File: config.mk
export PLATFORM = sky130hd
export DESIGN_NAME = prefix_code_bit_packer
export DESIGN_NICKNAME = d
export VERILOG_FILES = /design/src/pcbp_pkg.sv /design/src/pcbp_front.sv /design/src/pcbp_queue.sv /design/src/pcbp_back.sv /design/src/prefix_code_bit_packer.sv
export SDC_FILE = /design/constraint.sdc
export NUM_CORES = 1
export LEC_CHECK = 0
export ABC_AREA = 0
export ABC_CLOCK_PERIOD_IN_PS = 9000
export BUFFER_PORTS_ARGS = -buffer_cell sky130_fd_sc_hd__buf_2
export CORE_MARGIN = 2
export CORE_UTILIZATION = 40
export DETAILED_ROUTE_END_ITERATION = 7
export MAX_ROUTING_LAYER = met4
export PLACE_DENSITY = 0.56
export SLEW_MARGIN = 20
export SYNTH_ARGS = -nofsm -noshare
export SYNTH_HDL_FRONTEND = slang
export SYNTH_SLANG_ARGS = --single-unit
File: constraint.sdc
create_clock -name clk -period 9 [get_ports clk]
set_clock_uncertainty 0.15 [all_clocks]
set_input_delay 1.35 -clock clk [delete_from_list [all_inputs] [get_ports clk]]
set_output_delay 1.35 -clock clk [all_outputs]
set_load 0.01 [all_outputs]
File: src/pcbp_pkg.sv
// Shared types and constants for the prefix code bit packer.
package pcbp_pkg;

  localparam logic [7:0]  SYM_END   = 8'd0;
  localparam logic [7:0]  SYM_A     = 8'd97;
  localparam logic [7:0]  SYM_Z     = 8'd122;
  localparam logic [4:0]  OFS_C     = 5'd2;
  localparam logic [4:0]  GRP2      = 5'd6;
  localparam logic [4:0]  GRP3      = 5'd14;
  localparam logic [4:0]  GRP4      = 5'd26;
  localparam logic [15:0] TOTAL_MAX = 16'hFFFF;
  localparam logic [3:0]  BYTE_BITS = 4'd8;
  localparam int          QDEPTH_DEF = 4;

  // One classified item on its way from the front to the back.
  typedef struct packed {
    logic       is_end;
    logic [5:0] code;
    logic [2:0] len;
  } op_t;

endpackage

File: src/pcbp_front.sv
// Front end: takes characters, forms prefix codes and drops non-letters other than end-of-text.
module pcbp_front (
  input  logic             in_push,
  input  logic [7:0]       in_symbol,
  output logic             op_push,
  output pcbp_pkg::op_t    op
);
  import pcbp_pkg::*;

  logic       is_letter;
  logic       is_end;
  logic [4:0] idx;
  logic [1:0] grp;
  logic [3:0] sub;

  assign is_end    = (in_symbol == SYM_END);
  assign is_letter = (in_symbol >= SYM_A) && (in_symbol <= SYM_Z);
  assign idx       = 5'(in_symbol - SYM_A);

  always_comb begin
    if (idx < OFS_C) begin
      grp = 2'd0;
      sub = 4'(idx);
    end else if (idx < GRP2) begin
      grp = 2'd1;
      sub = 4'(idx - OFS_C);
    end else if (idx < GRP3) begin
      grp = 2'd2;
      sub = 4'(idx - GRP2);
    end else begin
      grp = 2'd3;
      sub = 4'(idx - GRP3);
    end
  end

  assign op_push   = in_push && (is_letter || is_end);
  assign op.is_end = is_end;
  assign op.code   = {sub, grp};
  assign op.len    = 3'd3 + {1'b0, grp};

endmodule

File: src/pcbp_queue.sv
// Short queue of classified items between front and back.
module pcbp_queue #(
  parameter int QDEPTH = pcbp_pkg::QDEPTH_DEF
) (
  input  logic             clk,
  input  logic             rst_n,
  input  logic             wr_en,
  input  pcbp_pkg::op_t    wr_op,
  input  logic             rd_en,
  output pcbp_pkg::op_t    rd_op,
  output logic             q_full,
  output logic             q_empty
);
  import pcbp_pkg::*;

  localparam int PW = (QDEPTH > 1) ? $clog2(QDEPTH) : 1;
  localparam int CW = $clog2(QDEPTH + 1);

  op_t           mem_r [QDEPTH];
  logic [PW-1:0] wr_ptr_r, wr_ptr_nxt;
  logic [PW-1:0] rd_ptr_r, rd_ptr_nxt;
  logic [CW-1:0] count_r, count_nxt;
  logic          do_wr, do_rd;

  assign q_full  = (count_r == CW'(QDEPTH));
  assign q_empty = (count_r == '0);
  assign do_wr   = wr_en && !q_full;
  assign do_rd   = rd_en && !q_empty;
  assign rd_op   = mem_r[rd_ptr_r];

  always_comb begin
    wr_ptr_nxt = wr_ptr_r;
    rd_ptr_nxt = rd_ptr_r;
    count_nxt  = count_r;
    if (do_wr) begin
      wr_ptr_nxt = (wr_ptr_r == PW'(QDEPTH - 1)) ? '0 : wr_ptr_r + 1'b1;
    end
    if (do_rd) begin
      rd_ptr_nxt = (rd_ptr_r == PW'(QDEPTH - 1)) ? '0 : rd_ptr_r + 1'b1;
    end
    if (do_wr && !do_rd) begin
      count_nxt = count_r + 1'b1;
    end else if (do_rd && !do_wr) begin
      count_nxt = count_r - 1'b1;
    end
  end

  always_ff @(posedge clk) begin
    if (!rst_n) begin
      wr_ptr_r <= '0;
      rd_ptr_r <= '0;
      count_r  <= '0;
    end else begin
      wr_ptr_r <= wr_ptr_nxt;
      rd_ptr_r <= rd_ptr_nxt;
      count_r  <= count_nxt;
    end
  end

  always_ff @(posedge clk) begin
    if (do_wr) begin
      mem_r[wr_ptr_r] <= wr_op;
    end
  end

endmodule

File: src/pcbp_back.sv
// Back end: packs code bits into bytes and holds the result register.
module pcbp_back (
  input  logic             clk,
  input  logic             rst_n,
  input  logic             q_empty,
  input  pcbp_pkg::op_t    q_op,
  output logic             q_pop,
  input  logic             pop,
  output logic             empty,
  output logic [7:0]       out_packed_byte,
  output logic [3:0]       out_valid_bits,
  output logic             out_final_flag,
  output logic [15:0]      out_total_bits
);
  import pcbp_pkg::*;

  logic [6:0]  pend_bits_r, pend_bits_nxt;
  logic [2:0]  pend_cnt_r, pend_cnt_nxt;
  logic [15:0] total_r, total_nxt;
  logic        out_vld_r, out_vld_nxt;
  logic [7:0]  byte_r, byte_nxt;
  logic [3:0]  vbits_r, vbits_nxt;
  logic        final_r, final_nxt;
  logic [15:0] otot_r, otot_nxt;

  logic [13:0] acc;
  logic [3:0]  cnt;
  logic [16:0] sum;
  logic [15:0] sat_total;
  logic        emits;
  logic        slot_free;

  assign acc       = {7'd0, pend_bits_r} | ({8'd0, q_op.code} << pend_cnt_r);
  assign cnt       = {1'b0, pend_cnt_r} + {1'b0, q_op.len};
  assign sum       = {1'b0, total_r} + {14'd0, q_op.len};
  assign sat_total = sum[16] ? TOTAL_MAX : sum[15:0];
  assign emits     = q_op.is_end || (cnt >= BYTE_BITS);
  assign slot_free = !out_vld_r || pop;
  assign q_pop     = !q_empty && (!emits || slot_free);

  always_comb begin
    pend_bits_nxt = pend_bits_r;
    pend_cnt_nxt  = pend_cnt_r;
    total_nxt     = total_r;
    out_vld_nxt   = out_vld_r && !pop;
    byte_nxt      = byte_r;
    vbits_nxt     = vbits_r;
    final_nxt     = final_r;
    otot_nxt      = otot_r;
    if (q_pop) begin
      if (q_op.is_end) begin
        out_vld_nxt   = 1'b1;
        byte_nxt      = {1'b0, pend_bits_r};
        vbits_nxt     = {1'b0, pend_cnt_r};
        final_nxt     = 1'b1;
        otot_nxt      = total_r;
        pend_bits_nxt = '0;
        pend_cnt_nxt  = '0;
        total_nxt     = '0;
      end else if (cnt >= BYTE_BITS) begin
        out_vld_nxt   = 1'b1;
        byte_nxt      = acc[7:0];
        vbits_nxt     = BYTE_BITS;
        final_nxt     = 1'b0;
        otot_nxt      = sat_total;
        pend_bits_nxt = {1'b0, acc[13:8]};
        pend_cnt_nxt  = 3'(cnt - BYTE_BITS);
        total_nxt     = sat_total;
      end else begin
        pend_bits_nxt = acc[6:0];
        pend_cnt_nxt  = cnt[2:0];
        total_nxt     = sat_total;
      end
    end
  end

  always_ff @(posedge clk) begin
    if (!rst_n) begin
      pend_bits_r <= '0;
      pend_cnt_r  <= '0;
      total_r     <= '0;
      out_vld_r   <= 1'b0;
    end else begin
      pend_bits_r <= pend_bits_nxt;
      pend_cnt_r  <= pend_cnt_nxt;
      total_r     <= total_nxt;
      out_vld_r   <= out_vld_nxt;
    end
  end

  always_ff @(posedge clk) begin
    byte_r  <= byte_nxt;
    vbits_r <= vbits_nxt;
    final_r <= final_nxt;
    otot_r  <= otot_nxt;
  end

  assign empty           = !out_vld_r;
  assign out_packed_byte = byte_r;
  assign out_valid_bits  = vbits_r;
  assign out_final_flag  = final_r;
  assign out_total_bits  = otot_r;

endmodule

File: src/prefix_code_bit_packer.sv
// Top level of the prefix code bit packer: front end, item queue and packer.
//
// For each accepted character, the front end turns a letter a-z
// into a 3- to 6-bit prefix code (two group bits, then the index within the
// group), drops any other non-zero character at once, and passes letters and
// the zero end-of-text character into a short queue of QDEPTH entries. The
// packer takes one queued item per cycle while the result register has room
// for any result it makes, appends its bits least significant first, and
// places every completed byte in the result register together with the
// running bit count (saturating at 65535). The end-of-text character yields
// one final transaction carrying the partial byte (unused bits zero), its
// bit count and the total, then clears the packer. A result reaches the
// out_ ports through the queue write and then the packer step, and stays
// there until popped; throughput is one character per cycle as long as
// results are popped, and the queue absorbs up to QDEPTH characters of
// back-pressure before full rises.
module prefix_code_bit_packer #(
  parameter int QDEPTH = pcbp_pkg::QDEPTH_DEF
) (
  input  logic        clk,
  input  logic        rst_n,
  input  logic        push,
  output logic        full,
  input  logic [7:0]  in_symbol,
  output logic        empty,
  input  logic        pop,
  output logic [7:0]  out_packed_byte,
  output logic [3:0]  out_valid_bits,
  output logic        out_final_flag,
  output logic [15:0] out_total_bits
);
  import pcbp_pkg::*;

  logic op_push;
  op_t  op_in;
  op_t  op_out;
  logic q_full;
  logic q_empty;
  logic q_pop;

  // Classify the character; non-letters other than end-of-text vanish here.
  pcbp_front u_front (
    .in_push   (push && !q_full),
    .in_symbol (in_symbol),
    .op_push   (op_push),
    .op        (op_in)
  );

  // Decouple the classifier from the packer.
  pcbp_queue #(
    .QDEPTH (QDEPTH)
  ) u_queue (
    .clk     (clk),
    .rst_n   (rst_n),
    .wr_en   (op_push),
    .wr_op   (op_in),
    .rd_en   (q_pop),
    .rd_op   (op_out),
    .q_full  (q_full),
    .q_empty (q_empty)
  );

  // Pack bits and hold the pending result.
  pcbp_back u_back (
    .clk             (clk),
    .rst_n           (rst_n),
    .q_empty         (q_empty),
    .q_op            (op_out),
    .q_pop           (q_pop),
    .pop             (pop),
    .empty           (empty),
    .out_packed_byte (out_packed_byte),
    .out_valid_bits  (out_valid_bits),
    .out_final_flag  (out_final_flag),
    .out_total_bits  (out_total_bits)
  );

  assign full = q_full;

endmodule
* After elaboration in Yosys (flattened, before gate mapping)
Memories as Yosys holds them, arrays and structs flattened. A register that Yosys moved wholly into a read port is not among the register bits.
Cells that the tools add are included.
** Word-level totals
- Bits in registers :: 63
- Latch bits :: 0
- Memory bits (writable) :: 40
- Bits in read-only memories :: 0
- Bits of input ports :: 12
- Output and inout bits :: 31
- Memories :: 1
** Memory list
- u_queue.mem_r :: depth 4, bits a word 10, rd ports 1, clocked after memory_dff 1, wr ports 1, line pcbp_queue.sv:19 : op_t mem_r [QDEPTH];
** Cells by class
- Add/subtract/negate cells :: 12
- $mul :: 0
- Div/mod/pow operators :: 0
- $lt $le $gt $ge :: 6
- Equality and inequality tests :: 3
- Shift operators :: 1
- Mux-type cells :: 30
- Bitwise operators :: 1
- Reductions and logical operators :: 25
** Operators by type and width (count)
- two-way mux 16 bit :: 4
- two-way mux 7 bit :: 3
- adder 16 x 3 -> 17 bit :: 1
- two-way mux 4 bit :: 4
- two-way mux 3 bit :: 5
- OR 7 x 14 -> 14 bit :: 1
- left shift 6 x 3 -> 14 bit :: 1
- two-way mux 2 bit :: 6
- logical AND 1 bit :: 9
- greater-or-equal comparator 8 x 7 -> 1 bit, second input constant :: 1
- <= comparator 8 x 7 -> 1 bit, second input constant :: 1
- zero test 8 bit :: 1
- two-way mux 8 bit :: 1
- zero test 1 bit :: 7
- two-way mux 1 bit :: 7
- subtractor 3 x 1 -> 3 bit, second input constant :: 2
- less-than comparator 5 x 2 -> 1 bit, second input constant :: 1
- less-than comparator 5 x 3 -> 1 bit, second input constant :: 1
- less-than comparator 5 x 4 -> 1 bit, second input constant :: 1
- subtractor 5 x 1 -> 5 bit, second input constant :: 1
- adder 2 x 1 -> 2 bit, second input constant :: 2
- adder 3 x 3 -> 4 bit :: 1
- == test 2 bit, second input constant :: 2
- greater-or-equal comparator 4 bit, second input constant :: 1
- 10 further kinds :: 14

* Longest topological paths before layout
Gate-level depths: netlist of run 1.
- Depth in word-level cells :: 10
- Depth in mapped cells :: 15

* Modules after synthesis
From an unflattened synthesis of run 1, not the netlist that was laid out.
** Unflattened totals
- Cells, all modules :: 453
- Area, all modules :: 5281.3 sq um
** By module, submodules not included
- pcbp_back :: instances 1, cells an instance 300, area each 2974.1 sq um, sequential area each 1411.4 sq um
- pcbp_queue :: instances 1, cells an instance 103, area each 1915.6 sq um, sequential area each 1381.3 sq um
- pcbp_front :: instances 1, cells an instance 49, area each 377.9 sq um, sequential area each 0.0 sq um
- prefix_code_bit_packer :: instances 1, cells an instance 1, area each 13.8 sq um, sequential area each 0.0 sq um

* Worst setup path after synthesis of run 1
Ideal clock, no wire load.
- Kind :: input to register
- Start point :: in pop
- End point :: reg u_back.pend_bits_r[0]
- Setup time :: 0.134 ns
- Data arrival time :: 3.439 ns
- Required time :: 8.716 ns
- Path slack :: 5.277 ns
- Stages :: 5
- Path buffers :: 0
- Cells stage by stage :: nor2b_1 or2_2 nor2_1 o221a_1 nor4_1
** Between the ends
- Word-level cells in the longest chain between the ends :: 3
** Ends and longest elaborated chain
- start, declared :: line prefix_code_bit_packer.sv:26 : input logic pop,
- logical OR 1 bit :: line pcbp_back.sv:38 : assign slot_free = !out_vld_r || pop;
- logical OR 1 bit :: line pcbp_back.sv:39 : assign q_pop = !q_empty && (!emits || slot_free);
- logical AND 1 bit :: line pcbp_back.sv:39
- end signal, assigned :: line pcbp_back.sv:84 : pend_bits_r <= pend_bits_nxt;
- end, declared :: line pcbp_back.sv:17 : logic [6:0] pend_bits_r, pend_bits_nxt;
No other way between the ends.
A chain may end at the register's enable or synchronous reset.

==> impl_results.rst, run 1 <==
.. list-table::
   :header-rows: 1

   * - Metric
     - Value
   * - Crit-path max FO
     - 21
   * - PnR worst setup slack
     - 4876 ps
   * - Most used cells in the layout excluding fill and tap cells
     - edfxtp_1 (69), a21oi_1 (45), buf_2 (42)
   * - Final total negative setup slack
     - 0 ps
   * - Library cell occupying the most area in the post-synthesis netlist
     - edfxtp_1
   * - GRT met1 Usage
     - 0.2119
   * - Average detailed-routed wire length per instance
     - 16.58 um
   * - Global routing usage summed across all routing layers
     - 0.1711
   * - Dominant synthesized flop cell
     - edfxtp_1
   * - Wire length of the first global-routing pass
     - 18.66 mm
   * - Vias
     - 3816
   * - Avg Synthesized Cell Area
     - 11.19 um^2
   * - Number of H-tree levels
     - 3
   * - Number of rows created at floorplan
     - 42
   * - Portion of the post-synthesis area used by sequential elements
     - 0.5222
   * - Maximum number of pins on one net before global-route repair
     - 31
   * - Port Buf Inserts
     - 42
   * - Mapped Cells
     - 478
   * - Number of buffers added to fix hold violations after cts
     - 0
   * - Class of the tightest hold or removal check
     - register to register
   * - Final Hold Violating Endpoints
     - 0
   * - Power share of the combinational group
     - 0.397
   * - Yosys warns
     - 0
   * - Post-synthesis instance area
     - 5348 um^2
   * - Die H
     - 119.6 um
   * - Horizontal die dimension
     - 119.6 um
   * - Critical Setup Path Class
     - register to register
   * - Critical path data arrival time
     - 4250 ps
   * - Clock buffers created by TritonCTS
     - 9
   * - Buffers from clock root to sink, at most
     - 2
   * - # setup viols final
     - 0
   * - Met2 track demand over resource
     - 0.2843
   * - Post-synth cell types
     - 67
   * - Number of gates given a new drive strength after cts
     - 0
   * - Design internal power
     - 1.150 mW
   * - Effective utilization at floorplan
     - 0.4070
   * - Number of top-level design ports
     - 43
   * - Transition time at the pin with the least slew margin
     - 808.1 ps
   * - Part of the power in the clock network
     - 0.208
   * - Post-detail-place hpwl
     - 7.760 mm
   * - Static power due to leakage
     - 2.184 nW
   * - CTS tree
     - done
   * - Final-stage net count
     - 541
   * - Number of enable-type register cells in the synthesized netlist
     - 69
   * - Post-Layout Cell Count
     - 689
   * - Count of inserted antenna diode cells
     - 0
   * - CP startpoint kind
     - register
   * - Met3 track demand over resource
     - 0.03660
   * - Worst Path Required
     - 9130 ps
   * - Leading cell type in the layout, fill and taps excluded
     - edfxtp_1
   * - Area growth from synthesis to layout
     - 11.42%
   * - WL final
     - 11.43 mm
   * - Sort of element at the end of the critical path
     - register
   * - Clock sinks
     - 105
   * - CTS Root Buffer Type
     - clkbuf_16
   * - Seq pwr share
     - 0.396
   * - Delay of the slowest cell on the worst path
     - 710 ps
   * - Slew HR
     - 0.4607
   * - Slew Limit Fails
     - 0
   * - Run status
     - finished, final reports clean
   * - Number of nets with antenna violations after detailed routing
     - 0
   * - Routability congestion estimate from global placement
     - 0.8559
   * - Cells on worst reg2reg path
     - 12
   * - Top cells by area in the synthesized netlist
     - edfxtp_1 (39%), dfxtp_1 (13%), a21oi_1 (4.2%)
   * - Net switching fraction of the power
     - 0.3711
   * - Total core area
     - 13140 um^2
   * - Count of max-cap constraint violations
     - 0
   * - Number of buffers added for setup after CTS
     - 0
   * - RSZ-0062 raised after global routing
     - false
   * - Skew-Pair Late Insertion Delay
     - 360 ps
   * - Number of vias per cell
     - 5.538
   * - Total placed cells including tap cells
     - 673
   * - Number of inserted filler cells in the final layout
     - 1273
   * - Area share of the largest cell type after synthesis
     - 0.3875
   * - Post-synthesis register bit count
     - 105
   * - IR drop worst, VDD
     - 0.0001522 V
   * - Hold Path Stages
     - 2
   * - Critical path's slowest cell
     - dfxtp_1
   * - DRC marker count from the first detailed-route iteration
     - 363
   * - Maximum frequency from static timing analysis
     - 242.5 MHz
   * - Critical Path, Cell by Cell
     - mux4_1 -> ha_1 -> a21o_1 -> a21o_1 -> o31ai_4 -> inv_2 -> ha_1 -> inv_1 -> fa_1 -> xor2_1 -> or3_1 -> a21oi_1
   * - Post-route minimum period
     - 4124 ps
   * - Remaining routing DRC violations
     - 0
   * - Post-place setup slack
     - 4813 ps
   * - Layer with the highest usage after global routing
     - met2
   * - Power density relative to cell area
     - 306.9 nW/um^2
   * - Utilization after layout
     - 0.4535
   * - Clock transition at path regs
     - 70 ps
   * - Post-route total power
     - 1.829 mW
   * - Synthesized netlist net count
     - 511
   * - Area of the die
     - 14310 um^2
   * - FFs w/ async S/R, synth
     - 0
   * - Switching power total
     - 678.7 uW
   * - Vias in the first global route
     - 3720
   * - Fraction of layout cells with a size suffix above 1
     - 0.1559
   * - Length of the first detailed-routing pass in iterations
     - 5
   * - Final critical-path share of the clock period
     - 0.4582
   * - Congestion Overflow GR
     - 0
   * - Initial antenna violation count
     - 0
worst paths after layout:
path / from / endpoint / slack (ps)
setup reg to reg: register / u_queue.count_r[2] / 4880
hold / removal: u_back.pend_bits_r[6] / u_back.pend_bits_r[6] / 330
hold reg to reg: u_back.pend_bits_r[6] / u_back.pend_bits_r[6] / 330
setup / recovery: register / u_queue.count_r[2] / 4880
logic make-up (layout without fill, tap and decap cells):
family / count (synthesis) / in the layout / synth area share
compound gates: 139 / 139 / 0.1745
simple gates: 130 / 130 / 0.1224
fa+ha+maj: 21 / 21 / 0.05475
mux: 25 / 25 / 0.07323
flops: 105 / 105 / 0.5222
buf+inv: 50 / 85 / 0.03977
xor+xnor: 8 / 8 / 0.01310
power groups by stage:
| stage | sequential, mW | combinational [mW] | clock [mW] |
|---|---|---|---|
| after floorplan | 0.733 | 0.533 | 0 |
| after global placement | 0.734 | 0.720 | 0 |
| after detailed placement | 0.738 | 0.728 | 0 |
| after CTS | 0.727 | 0.732 | 0.387 |
| after global routing | 0.741 | 0.808 | 0.404 |
| final | 0.724 | 0.725 | 0.379 |
routing by layer:
layer  up-vias  wire length, um
met3        13              451
met4         0              136
met2       101             5671
li1       1859                -
met5         -                0
met1      1843             5165
stage by stage:
stage,area [um^2],hold WS [ps]
floorplan,5348,288.6
finish,5958,325.1
global route,5958,368.9
global placement,5677,303.2
CTS,5958,329.7
detailed placement,5677,314.0
state kept, by name (all words and copies together) (netlist names), named ones only:
name	flops
u_back.out_valid_bits	4
u_queue.wr_ptr_r	2
u_queue.count_r	3
u_back.pend_cnt_r	3
u_back.out_vld_r	1
u_back.total_r	16
u_queue.rd_ptr_r	2
u_back.out_final_flag	1
u_back.out_packed_byte	8
u_back.pend_bits_r	7
u_back.out_total_bits	16
u_queue.mem_r	40
critical path: cells and delay by family, from the launching register on:
kind	cells	cell delay [ps]
fa+ha+maj	3	990
flops	1	710
mux	1	700
compound gates	4	610
buf+inv	2	400
simple gates	1	300
xor+xnor	1	170
final cells by class:
class | instances | area [um^2] | area share
timing repair buffer | 44 | 225.2 | 0.03780
multi-input combinational | 323 | 2345 | 0.3935
clock buffer | 12 | 236.5 | 0.03969
sequential | 105 | 2793 | 0.4687
inverter | 25 | 93.84 | 0.01575
tap | 176 | 220.2 | 0.03696
clock inverter | 4 | 45.04 | 0.007560
synthesized netlist by cell type, drive strengths merged (4+ instances only):
library cell / n
edfxtp: 69
a21oi: 45
dfxtp: 36
nor2: 35
nand2: 31
inv: 25
ha: 17
o21ai: 17
a31oi: 15
buf: 15
nor3: 11
a211oi: 10
clkbuf: 10
mux4: 10
and2: 9
nand3: 9
a21o: 8
mux2i: 8
nor2b: 8
mux2: 7
a22oi: 5
or3: 5
a31o: 4
and3: 4
fa: 4
o221a: 4
o31ai: 4
or2: 4
xnor2: 4
xor2: 4
Power figures use the tool's default switching activity.
==> inputs of run 2 (changes only) <==
ABC_CLOCK_PERIOD_IN_PS = 3700   (was 9000)
PLACE_DENSITY = 0.58   (was 0.56)
clock period = 3.7 ns   (was 9 ns; I/O delays follow)
==> run 2 against run 1 <==
  * Sequential power rose by 140%
  * Setup slack got worse by 4600 ps
  * Routed wire length fell by 6.4%
  * Count of clock-buffer cells in the layout fell by 3
  * Sequential cell count did not move
  * Non-clock buffer count rose by 10
  * Worst hold slack improved by 1.8 ps
  * Critical path type unchanged
  * Critical endpoint unchanged
  * Largest power group unchanged
==> impl_results.rst, run 2 (same netlist as run 1, synthesis figures left out) <==
.. list-table::
   :header-rows: 1

   * - Metric
     - Value
   * - WL final
     - 10.69 mm
   * - Remaining routing DRC violations
     - 0
   * - CTS tree
     - done
   * - Vias
     - 3768
   * - Switching power total
     - 1.675 mW
   * - # setup viols final
     - 0
   * - Post-detail-place hpwl
     - 7.435 mm
   * - Port Buf Inserts
     - 42
   * - Count of max-cap constraint violations
     - 0
   * - Number of buffers added for setup after CTS
     - 0
   * - Final Hold Violating Endpoints
     - 0
   * - Final total negative setup slack
     - 0 ps
   * - Area growth from synthesis to layout
     - 12.75%
   * - Number of gates given a new drive strength after cts
     - 0
   * - Net switching fraction of the power
     - 0.3757
   * - Initial antenna violation count
     - 0
   * - Clock buffers created by TritonCTS
     - 9
   * - Sort of element at the end of the critical path
     - register
   * - Global routing usage summed across all routing layers
     - 0.1657
   * - Die H
     - 119.6 um
   * - Post-route total power
     - 4.458 mW
   * - Power density relative to cell area
     - 739.4 nW/um^2
   * - Routability congestion estimate from global placement
     - 0.8803
   * - Wire length of the first global-routing pass
     - 18.27 mm
   * - Crit-path max FO
     - 5
   * - Congestion Overflow GR
     - 0
   * - Leading cell type in the layout, fill and taps excluded
     - edfxtp_1
   * - RSZ-0062 raised after global routing
     - false
   * - Buffers from clock root to sink, at most
     - 2
   * - Fraction of layout cells with a size suffix above 1
     - 0.1797
   * - Run status
     - finished, final reports clean
   * - Design internal power
     - 2.783 mW
   * - Count of inserted antenna diode cells
     - 0
   * - Critical path data arrival time
     - 3550 ps
   * - Flip-flop count of the largest register, all copies and words added
     - 40
   * - Critical Path, Cell by Cell
     - mux4_1 -> ha_1 -> a21o_1 -> a21o_1 -> o31ai_4 -> inv_2 -> ha_1 -> inv_1 -> fa_1 -> xor2_1 -> or3_1 -> a21oi_1
   * - Static power due to leakage
     - 2.227 nW
   * - Slew Limit Fails
     - 0
   * - Critical Setup Path Class
     - register to register
   * - Maximum number of pins on one net before global-route repair
     - 30
   * - Transition time at the pin with the least slew margin
     - 709.4 ps
   * - Power share of the combinational group
     - 0.411
   * - Slew HR
     - 0.5265
   * - Most used cells in the layout excluding fill and tap cells
     - edfxtp_1 (69), a21oi_1 (45), buf_2 (42)
   * - Clock transition at path regs
     - 70 ps
   * - Post-detailed-placement cell area
     - 5752 um^2
   * - Number of top-level design ports
     - 43
   * - Number of rows created at floorplan
     - 42
   * - Maximum frequency from static timing analysis
     - 291.4 MHz
   * - Critical path's slowest cell
     - mux4_1
   * - Worst Path Required
     - 3820 ps
   * - Worst hold slack across all endpoints
     - 326.9 ps
   * - Effective utilization at floorplan
     - 0.4070
   * - Final critical-path share of the clock period
     - 0.9276
   * - Seq pwr share
     - 0.390
   * - Register name with the most flops
     - u_queue.mem_r
   * - Post-route minimum period
     - 3432 ps
   * - Number of H-tree levels
     - 3
   * - Horizontal die dimension
     - 119.6 um
   * - Delay of the slowest cell on the worst path
     - 630 ps
   * - Number of buffers added to fix hold violations after cts
     - 0
   * - IR drop worst, VDD
     - 0.0003093 V
   * - Area of the die
     - 14310 um^2
   * - Final-stage net count
     - 551
   * - Clock sinks
     - 105
   * - Skew-Pair Late Insertion Delay
     - 340 ps
   * - Average detailed-routed wire length per instance
     - 15.29 um
   * - Part of the power in the clock network
     - 0.200
   * - DRC marker count from the first detailed-route iteration
     - 213
   * - Final Instance Area
     - 6030 um^2
   * - Class of the tightest hold or removal check
     - register to register
   * - Length of the first detailed-routing pass in iterations
     - 4
   * - Number of vias per cell
     - 5.391
   * - Number of nets with antenna violations after detailed routing
     - 0
   * - CP startpoint kind
     - register
   * - CTS Root Buffer Type
     - clkbuf_16
   * - Total core area
     - 13140 um^2
   * - Vias in the first global route
     - 3732
   * - Utilization after layout
     - 0.4590
## run 2: cell count changes in the layout (fill, tap and decap cells not counted)
cell,previous run,this run
buf_4,2,12
bufinv_16,1,0
clkbuf_1,3,0
clkinv_2,3,2
clkinvlp_4,0,2
dfxtp_1,36,35
dfxtp_2,0,1
inv_6,0,3
## run 2: layer usage
layer,track usage,vias up,part of all wire
met5,-,-,0
met4,0.08015,0,0.0096
met3,0.02471,7,0.039
met2,0.2586,75,0.49
met1,0.2129,1801,0.46
li1,-,1885,-
## run 2: stage by stage
step | std cells | setup slack, ps
after floorplan | 478 | 47.36
after global placement | 683 | 308.9
after detailed placement | 683 | 198.0
after CTS | 699 | 155.9
after global routing | 699 | 44.64
final | 699 | 267.8
## run 2: worst paths after layout
kind | from | depth (start not counted) | slack, ps | to
max | register | 12 | 270 | u_queue.count_r[2]
min | u_back.pend_bits_r[2] | 2 | 330 | u_back.pend_bits_r[2]
max reg2reg | register | 12 | 270 | u_queue.count_r[2]
min reg2reg | u_back.pend_bits_r[2] | 2 | 330 | u_back.pend_bits_r[2]
## run 2: layout make-up
class | count | area, um^2
fill | 1235 | 7108
sequential | 105 | 2794
multi-input combinational | 323 | 2345
inverter | 25 | 93.84
clock inverter | 7 | 51.30
clock buffer | 9 | 225.2
tap | 176 | 220.2
timing repair buffer | 54 | 300.3
## run 2: power groups by stage
stage	clock (mW)	combinational [mW]	sequential (mW)
2_1_floorplan	0	1.30	1.78
3_3_place_gp	0	1.83	1.76
3_5_place_dp	0	1.84	1.76
4_1_cts	0.918	1.86	1.74
5_1_grt	0.967	2.06	1.77
6_report	0.891	1.83	1.74
## run 2: worst max-delay path: cells and delay by family, from the launching register on
family | cells | cell delay [ps]
adder cells (fa/ha/maj) | 3 | 930
multiplexers | 1 | 630
AO/OA/AOI/OAI | 4 | 630
flip-flops | 1 | 390
AND/OR/NAND/NOR | 1 | 310
XOR/XNOR | 1 | 170
buffers and inverters | 2 | 150
